[src/rtl/dss_pkg.sv]
package dss_pkg;

  localparam int DEPTH = 64;
  localparam int IDX_W = (DEPTH > 1) ? $clog2(DEPTH) : 1;
  localparam int CNT_W = $clog2(DEPTH + 1);
  localparam int DATA_W = 32;

  localparam logic [1:0] CMD_PUSH = 2'd0;
  localparam logic [1:0] CMD_POP  = 2'd1;
  localparam logic [1:0] CMD_TRAV = 2'd2;
  localparam logic [1:0] CMD_NONE = 2'd3;

  localparam logic [1:0] ST_OK       = 2'd0;
  localparam logic [1:0] ST_OVERFLOW = 2'd1;
  localparam logic [1:0] ST_EMPTY    = 2'd2;

  typedef struct packed {
    logic [1:0]               cmd;
    logic                     stack_sel;
    logic signed [DATA_W-1:0] push_value;
  } in_word_t;

  typedef struct packed {
    logic [1:0]               status;
    logic signed [DATA_W-1:0] data_out;
    logic                     last;
  } out_word_t;

endpackage

[src/rtl/dss_ram.sv]
module dss_ram #(
  parameter int WIDTH = 32,
  parameter int DEPTH = 64
) (
  input  logic                                     clk,
  input  logic                                     en,
  input  logic                                     we,
  input  logic [((DEPTH > 1) ? $clog2(DEPTH) : 1)-1:0] addr,
  input  logic [WIDTH-1:0]                         wdata,
  output logic [WIDTH-1:0]                         rdata
);

  logic [WIDTH-1:0] mem [DEPTH];

  always_ff @(posedge clk) begin
    if (en) begin
      if (we) begin
        mem[addr] <= wdata;
      end else begin
        rdata <= mem[addr];
      end
    end
  end

endmodule

[src/rtl/dual_stack_shared_store_unit.sv]
// Two stacks share one store of DEPTH words: the low stack grows upward from
// entry 0, the high stack downward from the last entry, so overflow is
// reported only when both together hold DEPTH words. A command is taken when
// start is high and busy is low. Push and pop each give one word on
// out_valid the cycle after they are taken; a new command can be taken in
// that same cycle. A traverse of n elements reads the store once per cycle,
// gives its n words one per cycle and holds busy high while it reads all but
// the first; an empty stack gives one word. Words are shown for a single cycle
// and cannot be held off. Command code 3 gives no word and changes nothing.
module dual_stack_shared_store_unit (
  input  logic               clk,
  input  logic               rst_n,
  input  logic               start,
  output logic               busy,
  input  dss_pkg::in_word_t  in_word,
  output logic               out_valid,
  output dss_pkg::out_word_t out_word
);

  import dss_pkg::*;

  typedef enum logic {S_IDLE, S_TRAV} state_t;

  localparam logic [CNT_W-1:0] DEPTH_C = CNT_W'(DEPTH);

  state_t             state_r, state_nxt;
  logic [CNT_W-1:0]   low_count_r, low_count_nxt;
  logic [CNT_W-1:0]   high_count_r, high_count_nxt;
  logic [IDX_W-1:0]   trav_addr_r, trav_addr_nxt;
  logic               trav_up_r, trav_up_nxt;
  logic [CNT_W-1:0]   trav_rem_r, trav_rem_nxt;
  logic               out_valid_r, out_valid_nxt;
  logic [1:0]         out_status_r, out_status_nxt;
  logic               out_last_r, out_last_nxt;
  logic               out_sel_r, out_sel_nxt;

  logic               accept;
  logic [CNT_W-1:0]   sel_cnt;
  logic [CNT_W:0]     used;
  logic               full;
  logic [CNT_W-1:0]   low_top;
  logic [CNT_W-1:0]   high_top;
  logic [CNT_W-1:0]   high_push;
  logic [IDX_W-1:0]   top_addr;

  logic               ram_en;
  logic               ram_we;
  logic [IDX_W-1:0]   ram_addr;
  logic [DATA_W-1:0]  ram_rdata;

  assign accept    = start && !busy;
  assign sel_cnt   = in_word.stack_sel ? high_count_r : low_count_r;
  assign used      = {1'b0, low_count_r} + {1'b0, high_count_r};
  assign full      = used >= {1'b0, DEPTH_C};
  assign low_top   = low_count_r - CNT_W'(1);
  assign high_top  = DEPTH_C - high_count_r;
  assign high_push = high_top - CNT_W'(1);
  assign top_addr  = in_word.stack_sel ? high_top[IDX_W-1:0] : low_top[IDX_W-1:0];

  always_comb begin
    state_nxt      = state_r;
    low_count_nxt  = low_count_r;
    high_count_nxt = high_count_r;
    trav_addr_nxt  = trav_addr_r;
    trav_up_nxt    = trav_up_r;
    trav_rem_nxt   = trav_rem_r;
    out_valid_nxt  = 1'b0;
    out_status_nxt = ST_OK;
    out_last_nxt   = 1'b1;
    out_sel_nxt    = 1'b0;
    ram_en         = 1'b0;
    ram_we         = 1'b0;
    ram_addr       = top_addr;

    if (state_r == S_TRAV) begin
      ram_en        = 1'b1;
      ram_addr      = trav_addr_r;
      out_valid_nxt = 1'b1;
      out_sel_nxt   = 1'b1;
      out_last_nxt  = (trav_rem_r == CNT_W'(1));
      trav_rem_nxt  = trav_rem_r - CNT_W'(1);
      trav_addr_nxt = trav_up_r ? trav_addr_r + IDX_W'(1) : trav_addr_r - IDX_W'(1);
      if (trav_rem_r == CNT_W'(1)) begin
        state_nxt = S_IDLE;
      end
    end else if (accept) begin
      unique case (in_word.cmd)
        CMD_PUSH: begin
          out_valid_nxt = 1'b1;
          if (full) begin
            out_status_nxt = ST_OVERFLOW;
          end else begin
            ram_en = 1'b1;
            ram_we = 1'b1;
            if (in_word.stack_sel) begin
              ram_addr       = high_push[IDX_W-1:0];
              high_count_nxt = high_count_r + CNT_W'(1);
            end else begin
              ram_addr      = low_count_r[IDX_W-1:0];
              low_count_nxt = low_count_r + CNT_W'(1);
            end
          end
        end
        CMD_POP: begin
          out_valid_nxt = 1'b1;
          if (sel_cnt == '0) begin
            out_status_nxt = ST_EMPTY;
          end else begin
            ram_en      = 1'b1;
            out_sel_nxt = 1'b1;
            if (in_word.stack_sel) begin
              high_count_nxt = high_count_r - CNT_W'(1);
            end else begin
              low_count_nxt = low_count_r - CNT_W'(1);
            end
          end
        end
        CMD_TRAV: begin
          out_valid_nxt = 1'b1;
          if (sel_cnt == '0) begin
            out_status_nxt = ST_EMPTY;
          end else begin
            ram_en        = 1'b1;
            out_sel_nxt   = 1'b1;
            out_last_nxt  = (sel_cnt == CNT_W'(1));
            trav_up_nxt   = in_word.stack_sel;
            trav_rem_nxt  = sel_cnt - CNT_W'(1);
            trav_addr_nxt = in_word.stack_sel ? top_addr + IDX_W'(1)
                                              : top_addr - IDX_W'(1);
            if (sel_cnt != CNT_W'(1)) begin
              state_nxt = S_TRAV;
            end
          end
        end
        default: begin
        end
      endcase
    end
  end

  always_ff @(posedge clk) begin
    if (!rst_n) begin
      state_r      <= S_IDLE;
      low_count_r  <= '0;
      high_count_r <= '0;
      trav_rem_r   <= '0;
      trav_up_r    <= 1'b0;
      out_valid_r  <= 1'b0;
      out_status_r <= ST_OK;
      out_last_r   <= 1'b0;
      out_sel_r    <= 1'b0;
    end else begin
      state_r      <= state_nxt;
      low_count_r  <= low_count_nxt;
      high_count_r <= high_count_nxt;
      trav_rem_r   <= trav_rem_nxt;
      trav_up_r    <= trav_up_nxt;
      out_valid_r  <= out_valid_nxt;
      out_status_r <= out_status_nxt;
      out_last_r   <= out_last_nxt;
      out_sel_r    <= out_sel_nxt;
    end
    trav_addr_r <= trav_addr_nxt;
  end

  dss_ram #(
    .WIDTH (DATA_W),
    .DEPTH (DEPTH)
  ) u_store (
    .clk   (clk),
    .en    (ram_en),
    .we    (ram_we),
    .addr  (ram_addr),
    .wdata (in_word.push_value),
    .rdata (ram_rdata)
  );

  assign busy              = (state_r == S_TRAV);
  assign out_valid         = out_valid_r;
  assign out_word.status   = out_status_r;
  assign out_word.data_out = out_sel_r ? ram_rdata : '0;
  assign out_word.last     = out_last_r;

  a_fill_bound: assert property (@(posedge clk) disable iff (!rst_n)
    ({1'b0, low_count_r} + {1'b0, high_count_r}) <= {1'b0, DEPTH_C})
    else $error("stacks hold more than the store");

  a_trav_streams: assert property (@(posedge clk) disable iff (!rst_n)
    busy |-> out_valid)
    else $error("traverse cycle without a word");

  a_trav_no_change: assert property (@(posedge clk) disable iff (!rst_n)
    busy |=> $stable(low_count_r) && $stable(high_count_r))
    else $error("stack count moved during traverse");

  a_error_word: assert property (@(posedge clk) disable iff (!rst_n)
    out_valid && out_word.status != ST_OK |-> out_word.data_out == '0 && out_word.last)
    else $error("error word carries data or is not last");

  a_trav_ends_last: assert property (@(posedge clk) disable iff (!rst_n)
    busy && trav_rem_r == CNT_W'(1) |=> !busy && out_word.last)
    else $error("traverse did not end with last");

endmodule
[config.mk]
export PLATFORM = sky130hd
export DESIGN_NAME = dual_stack_shared_store_unit
export DESIGN_NICKNAME = d
export VERILOG_FILES = /design/src/rtl/dss_pkg.sv /design/src/rtl/dss_ram.sv /design/src/rtl/dual_stack_shared_store_unit.sv
export SDC_FILE = /design/constraint.sdc
export NUM_CORES = 2
export LEC_CHECK = 0
export BUFFER_PORTS_ARGS = -buffer_cell sky130_fd_sc_hd__buf_2
export CAP_MARGIN = 20
export CORE_MARGIN = 3
export CORE_UTILIZATION = 45
export CTS_CLUSTER_DIAMETER = 100
export CTS_CLUSTER_SIZE = 28
export DETAILED_ROUTE_END_ITERATION = 7
export GPL_TIMING_DRIVEN = 0
export PLACE_DENSITY = 0.59
export SYNTH_ARGS = -nofsm -noshare
export SYNTH_HDL_FRONTEND = slang
export SYNTH_HIERARCHICAL = 1
export SYNTH_SLANG_ARGS = --single-unit
[constraint.sdc]
create_clock -name clk -period 11.1 [get_ports clk]
set_input_delay 0 -clock clk [delete_from_list [all_inputs] [get_ports clk]]
set_output_delay 0 -clock clk [all_outputs]
set_load 0.02 [all_outputs]
* Word-level counts from Yosys, hierarchy flattened
Memory sizes are Yosys's and may differ from the RTL's. A register that Yosys moved wholly into a read port is not among the register bits. Index checks and enable logic that the tools add are counted.
Operators by class: bitwise logic cells 5, reductions and logical operators 15, equality and inequality tests 12, mux-type cells 58, $add $sub $neg 13, magnitude comparators 1
Operator list (count):
- two-way mux 7 bit | 13
- two-way mux 6 bit | 12
- two-way mux 32 bit | 1
- case mux 7 bit (2 select lines) | 2
- subtractor 7 x 1 -> 7 bit (second input constant) | 4
- two-way mux 1 bit | 27
- subtractor 6 x 1 -> 6 bit (second input constant) | 3
- adder 7 x 1 -> 7 bit (second input constant) | 2
- equality test 7 x 1 -> 1 bit (second input constant) | 2
- != test 2 bit (second input constant) | 7
- AND reduction 7 bit | 2
- adder 6 x 1 -> 6 bit (second input constant) | 2
- adder 7 x 7 -> 8 bit | 1
- >= comparator 8 x 7 -> 1 bit (second input constant) | 1
- zero test 7 bit | 1
- != test 7 x 1 -> 1 bit (second input constant) | 1
- nonzero test 2 bit | 3
- OR reduction 3 bit | 2
- subtractor 1 x 6 -> 6 bit (first input constant) | 1
- NOT 1 bit | 5
- case mux 2 bit (2 select lines) | 1
- AND reduction 4 bit | 1
- AND reduction 3 bit | 1
- equality test 2 x 1 -> 1 bit (second input constant) | 1
- 8 further kinds | 8
Word-level totals: register bits 34, logic and storage cells 115, memories 1, memory bits (writable) 2048, output and inout port bits 37
Memories:
- u_store.mem | words 64, bits a word 32, read ports 1, clocked after memory_dff 1, wr ports 1, line dss_ram.sv:13 | logic [WIDTH-1:0] mem [DEPTH];

* Longest topological paths before layout
word-level depth 9, mapped depth 21, mapped depth without buffers 14

* Cells and area by module
The synthesis kept the hierarchy.
By module, submodules not included:
- dss_ram | times used 1, area each 78496.5 µm², sequential area each 62459.9 µm², cells an instance 4436
- dual_stack_shared_store_unit | times used 1, area each 3452.1 µm², sequential area each 740.7 µm², cells an instance 414

* Worst setup path before layout
Ideal clock, no wire load.
path kind reg-to-reg, start register low_count_r[0], end memory u_store.mem[0][0] (enable), data arrival time 5.354 ns, cell stages (with the launch flop) 16, buffers on the path 3, setup time 0.421 ns, data required time 10.679 ns, path slack 5.325 ns, cell sequence dfxtp_1 ha_1 fa_1 a211oi_1 o211ai_2 o31ai_1 and3_1 mux4_2 mux2_2 buf_4 or2_2 nor2_1 clkbuf_1 clkbuf_1 nand3_1 nor2_1
Between the ends: elaborated cells between the ends (all ways) 22, classes of those cells 2 x add/sub; 1 x order compare; 18 x mux; 1 x reduce/logical
RTL lines:
- start, declared | line dual_stack_shared_store_unit.sv:27 | logic [CNT_W-1:0] low_count_r, low_count_nxt;
- start signal, assigned | line dual_stack_shared_store_unit.sv:154 | low_count_r <= low_count_nxt;
- adder 7 x 7 -> 8 bit or subtractor 7 x 1 -> 7 bit (tied branches)
- >= comparator 8 x 7 -> 1 bit or two-way mux 6 bit (tied branches) | line dual_stack_shared_store_unit.sv:54, dual_stack_shared_store_unit.sv:58
- two-way mux 6 bit | line dual_stack_shared_store_unit.sv:90 | if (full) begin
- two-way mux 6 bit | line dual_stack_shared_store_unit.sv:87 | unique case (in_word.cmd)
- two-way mux 6 bit * | line dual_stack_shared_store_unit.sv:86 | end else if (accept) begin
- two-way mux 6 bit * | line dual_stack_shared_store_unit.sv:75 | if (state_r == S_TRAV) begin
- net ram_addr[1] | line dual_stack_shared_store_unit.sv:48 | logic [IDX_W-1:0] ram_addr;
- end, declared | line dss_ram.sv:13
The timed path passes the listed nets; every way through them passes the cells marked *.

* Final worst setup path
start register low_count_r[5], end memory u_store.mem[48][8] (enable)
Between the ends: elaborated cells between the ends (all ways) 22, classes of those cells 2 x add/sub; 1 x order compare; 18 x mux; 1 x reduce/logical
RTL lines:
- adder 7 x 7 -> 8 bit | line dual_stack_shared_store_unit.sv:53 | assign used = {1'b0, low_count_r} + {1'b0, high_count_r};
- >= comparator 8 x 7 -> 1 bit | line dual_stack_shared_store_unit.sv:54 | assign full = used >= {1'b0, DEPTH_C};
- two-way mux 6 bit | line dual_stack_shared_store_unit.sv:90
- two-way mux 6 bit | line dual_stack_shared_store_unit.sv:87
- two-way mux 6 bit | line dual_stack_shared_store_unit.sv:86
- two-way mux 6 bit | line dual_stack_shared_store_unit.sv:75
- net ram_addr[1] | line dual_stack_shared_store_unit.sv:48
The timed path passes the listed nets, and every way through them passes these cells.

==> summary by stage <==
Route
For this run, design rule violations remaining after detail routing come to 0. After detailed routing, the total wire length is 263 mm. The detailed-routing iteration count for the pre-antenna-repair pass is 6. The DRC violation total after the first TritonRoute iteration is 7,811. After detailed routing, the average wire length per cell comes to 34.8 um. In this run the remaining antenna-violating nets after routing total 0. The vias after detailed routing is 49,700.

The number of vias per cell after detailed routing is 6.58.

Critical path
STA classifies the critical path endpoint as a flip-flop. The startpoint of the worst setup timing path is low_count_r[5]. The startpoint of the most critical register-to-register path is low_count_r[5].

The data arrival time of the critical path is 8280 ps. The required arrival time at the worst endpoint is 11,570 ps. Along the worst path, the maximum fanout reaches 17.

STA classifies the critical path startpoint as a flip-flop. The kind of critical path is reg -> reg.

Logic synthesis
Synthesis instantiated 80 different standard cells from the library. The most used flip-flop cell after synthesis is edfxtp_1. The mean cell area of the mapped netlist is 16.9 um2. Counting flops and latches in the post-synthesis netlist gives 2,114. The number of enable flip-flop cells after synthesis is 2,086. The cell area after technology mapping is 81,900 um2. During synthesis, Yosys emitted a total of 6 warnings.

The number of cells produced by synthesis is 4,850. The number of nets in the synthesized netlist is 4,920. The share of async-settable or async-resettable flops after synthesis is 0%.

The sequential fraction of the synthesis area is 77.1%.

Floorplanning
The die outline height is 433 um. The die covers 187,000 um2. The row count is 155. Pin placement for this block handled 75 I/O pins. The floorplan core area is 180,000 um2. The floorplan step set the die width to 433 um. The initial cell density of the core is 45.6%.

Cells and area
The finished layout holds 7,547 standard cells, fillers aside. The share of the core filled with cells in the final layout is 50.6%. The layout net count is 5,229. The area growth from synthesis to layout is 11.0%. The final non-filler cell area is 91,000 um2.

Of the cells placed in the final design, the portion with a size suffix greater than 1 is 10.5%. The library cell used most frequently in the layout, excluding fill and tap cells, is edfxtp_1. The count of filler cells inserted in the layout is 14,600. The top cell types in the final layout, fill and taps aside, are 2,086 x edfxtp_1, 479 x a22oi_1, 259 x mux2i_1.

Power
The static leakage is 28.2 nW. The internal portion of the total power is 0.0111 W. In this run switching power makes up 28.5% of total power.

In this run, flip-flops and latches consume 57.1% of the power. The fraction of power consumed by the clock network is 24.9%. The net switching power of the design is 0.00440 W. The share of total power dissipated in combinational logic is 18.0%.

Power spread over the standard cell area amounts to 170 nW/um2. IR analysis of the VDD net gives a maximum drop of 0.000116 V.

Min path
The min-delay analysis places its worst path in the category in -> reg. The startpoint identified for the worst hold timing path is in_word[0].

Clock tree
The depth of the CTS H-tree is 3. The post-CTS clock slew at the launch and capture registers of the worst setup and hold paths is 100 ps. The clock latency on the worst-skew pair is 790 ps. The cell chosen for the clock root is clkbuf_16. Counting the buffers created by CTS gives 86. The clock passes through at most 3 buffers.

The number of clock sinks seen by CTS is 2,114. Gates resized during post-CTS repair numbered 0. The clock tree from TritonCTS is done.

Global routing
Entering global routing, the biggest net connects 65 pins. In the global route stage, met1 resource usage came out at 37.6%. The first global-routing pass estimated 363 mm of wire. The routing layer with the top usage in global route is met2. The total global-route track usage is 27.6%. For this run, global-route usage on met2 was measured as 43.0%. The total overflow left after global routing is 0. The initial antenna violation count is 35. The number of global-route vias before repair was 46,800. Global routing consumed, on the met3 layer, 6.32% of the routing resources.

Placed design
During placement, the flow inserted port buffers numbering 72. The placed cell area is 88,000 um2. The half-perimeter wire length of the detailed placement result is 180 mm. At the end of routability-driven placement, the weighted congestion stood at 0.927. The number of cells after detailed placement is 7,376.

Timing
Setup repair after global routing left no endpoint under its margin. The setup skew after layout is 55.7 ps. The final critical path takes up 70.4% of the cycle. Headroom to the max-slew limit came out at 14.8%.

The time the worst path needs with I/O delays and setup is 7810 ps. For the pin with the worst max-slew slack, the measured transition is 1280 ps. Static timing analysis puts the maximum clock frequency at 0.128 GHz. The setup total negative slack is 0 ps.

The count of final hold-check violations is 0. The max-slew violation total from the final report is 0. Setup violations remaining at the end of the flow were counted as 0.

Run status
The run finished with clean final reports.

Run
The max-capacitance violation count is 0.
## worst max-delay path, cell delays in order (launching register included)
cell and delay, ps:
dfxtp_1 530, ha_1 330, a211oi_2 260, nand4b_1 210, o31ai_1 390, and3_1 260, mux4_2 510, mux2_2 370
buf_4 230, or2_2 410, nor2_1 520, clkbuf_1 880, clkbuf_1 620, nand3_1 750, nor2_4 900, buf_12 270
## routing by layer
layer / routed length, um / up-vias
met5: 40 / -
met1: 99900 / 25700
met3: 29600 / 530
li1: - / 20400
met2: 122000 / 3060
met4: 11900 / 6
## cells by family (layout without fill, tap and decap cells)
logic type	count (synthesis)	count (layout)	share of synthesized area (%)
compound gates	1379	1379	12.2
xor+xnor	32	32	0.342
fa+ha+maj	32	32	0.516
buf+inv	380	703	1.98
flops	2114	2114	77.1
mux	344	344	4.46
other cells	0	19	0
simple gates	569	569	3.37
## final timing paths
| path | slack (ps) | to | cells after the start |
|---|---|---|---|
| setup / recovery | 3290 | u_store/mem[48][8] | 15 |
| hold / removal | 180 | u_store/mem[11][0] | 2 |
| setup reg to reg | 3290 | u_store/mem[48][8] | 15 |
| hold reg to reg | 500 | trav_rem_r[4] | 1 |
## cells in the mapped netlist, types with 41 or more instances
master    instances  area [um2]
a21oi_1          91         455
a221oi_1        169        1480
a22oi_1         479        3600
a31oi_1          50         313
and2_1           41         257
buf_1            55         206
buf_2            67         335
clkbuf_1        212         796
edfxtp_1       2086       62600
mux2_2           76         856
mux2i_1         259        2590
nand2_1         145         544
nor2_1          174         653
nor3_1           59         295
o21ai_0         112         561
o22ai_1         238        1490
## area by class of cell
cell class                 count  area (um2)  share of cell area [%]
antenna                       19        47.5                  0.0523
buffer                       355        1530                    1.68
clock buffer                  93        2220                    2.44
clock inverter                 9         140                   0.154
inverter                      25        93.8                   0.103
multi-input combinational   2356       17600                    19.4
sequential                  2114       63200                    69.5
tap                         2355        2950                    3.24
timing repair buffer         221        3170                    3.48
## timing repair
action                    in CTS  in global routing
hold endpoints to repair    1882                 64
hold buffers                  40                  1
setup buffers                  0                  0
## sequential cells by signal (all words and copies together) (netlist names)
signal and flops:
out_status_r 2, busy 1, low_count_r 7, trav_up_r 1
high_count_r 7, out_valid 1, out_sel_r 1, out_last_r 1
trav_addr_r 6, u_store/mem 2048, u_store/rdata 32, trav_rem_r 7
## power groups by stage
| stage | registers (W) | clock network [W] | logic [W] |
|---|---|---|---|
| 3_3_place_gp | 0.00901 | 0 | 0.00259 |
| 3_5_place_dp | 0.00901 | 0 | 0.00267 |
| 5_1_grt | 0.00883 | 0.00416 | 0.00286 |
| 4_1_cts | 0.00882 | 0.00390 | 0.00269 |
| 6_report | 0.00882 | 0.00385 | 0.00278 |
| 2_1_floorplan | 0.00900 | 0 | 0.00138 |
## stage by stage
step / setup slack, ps / power [W] / hold WS, ps
3_5_place_dp: 3350 / 0.0117 / 384
6_report: 3290 / 0.0155 / 180
2_1_floorplan: 5330 / 0.0104 / 98.9
5_1_grt: 3020 / 0.0159 / 132
4_1_cts: 3320 / 0.0154 / 6.12
3_3_place_gp: 1480 / 0.0116 / 403
No activity file was read; power rests on OpenSTA's default activity.
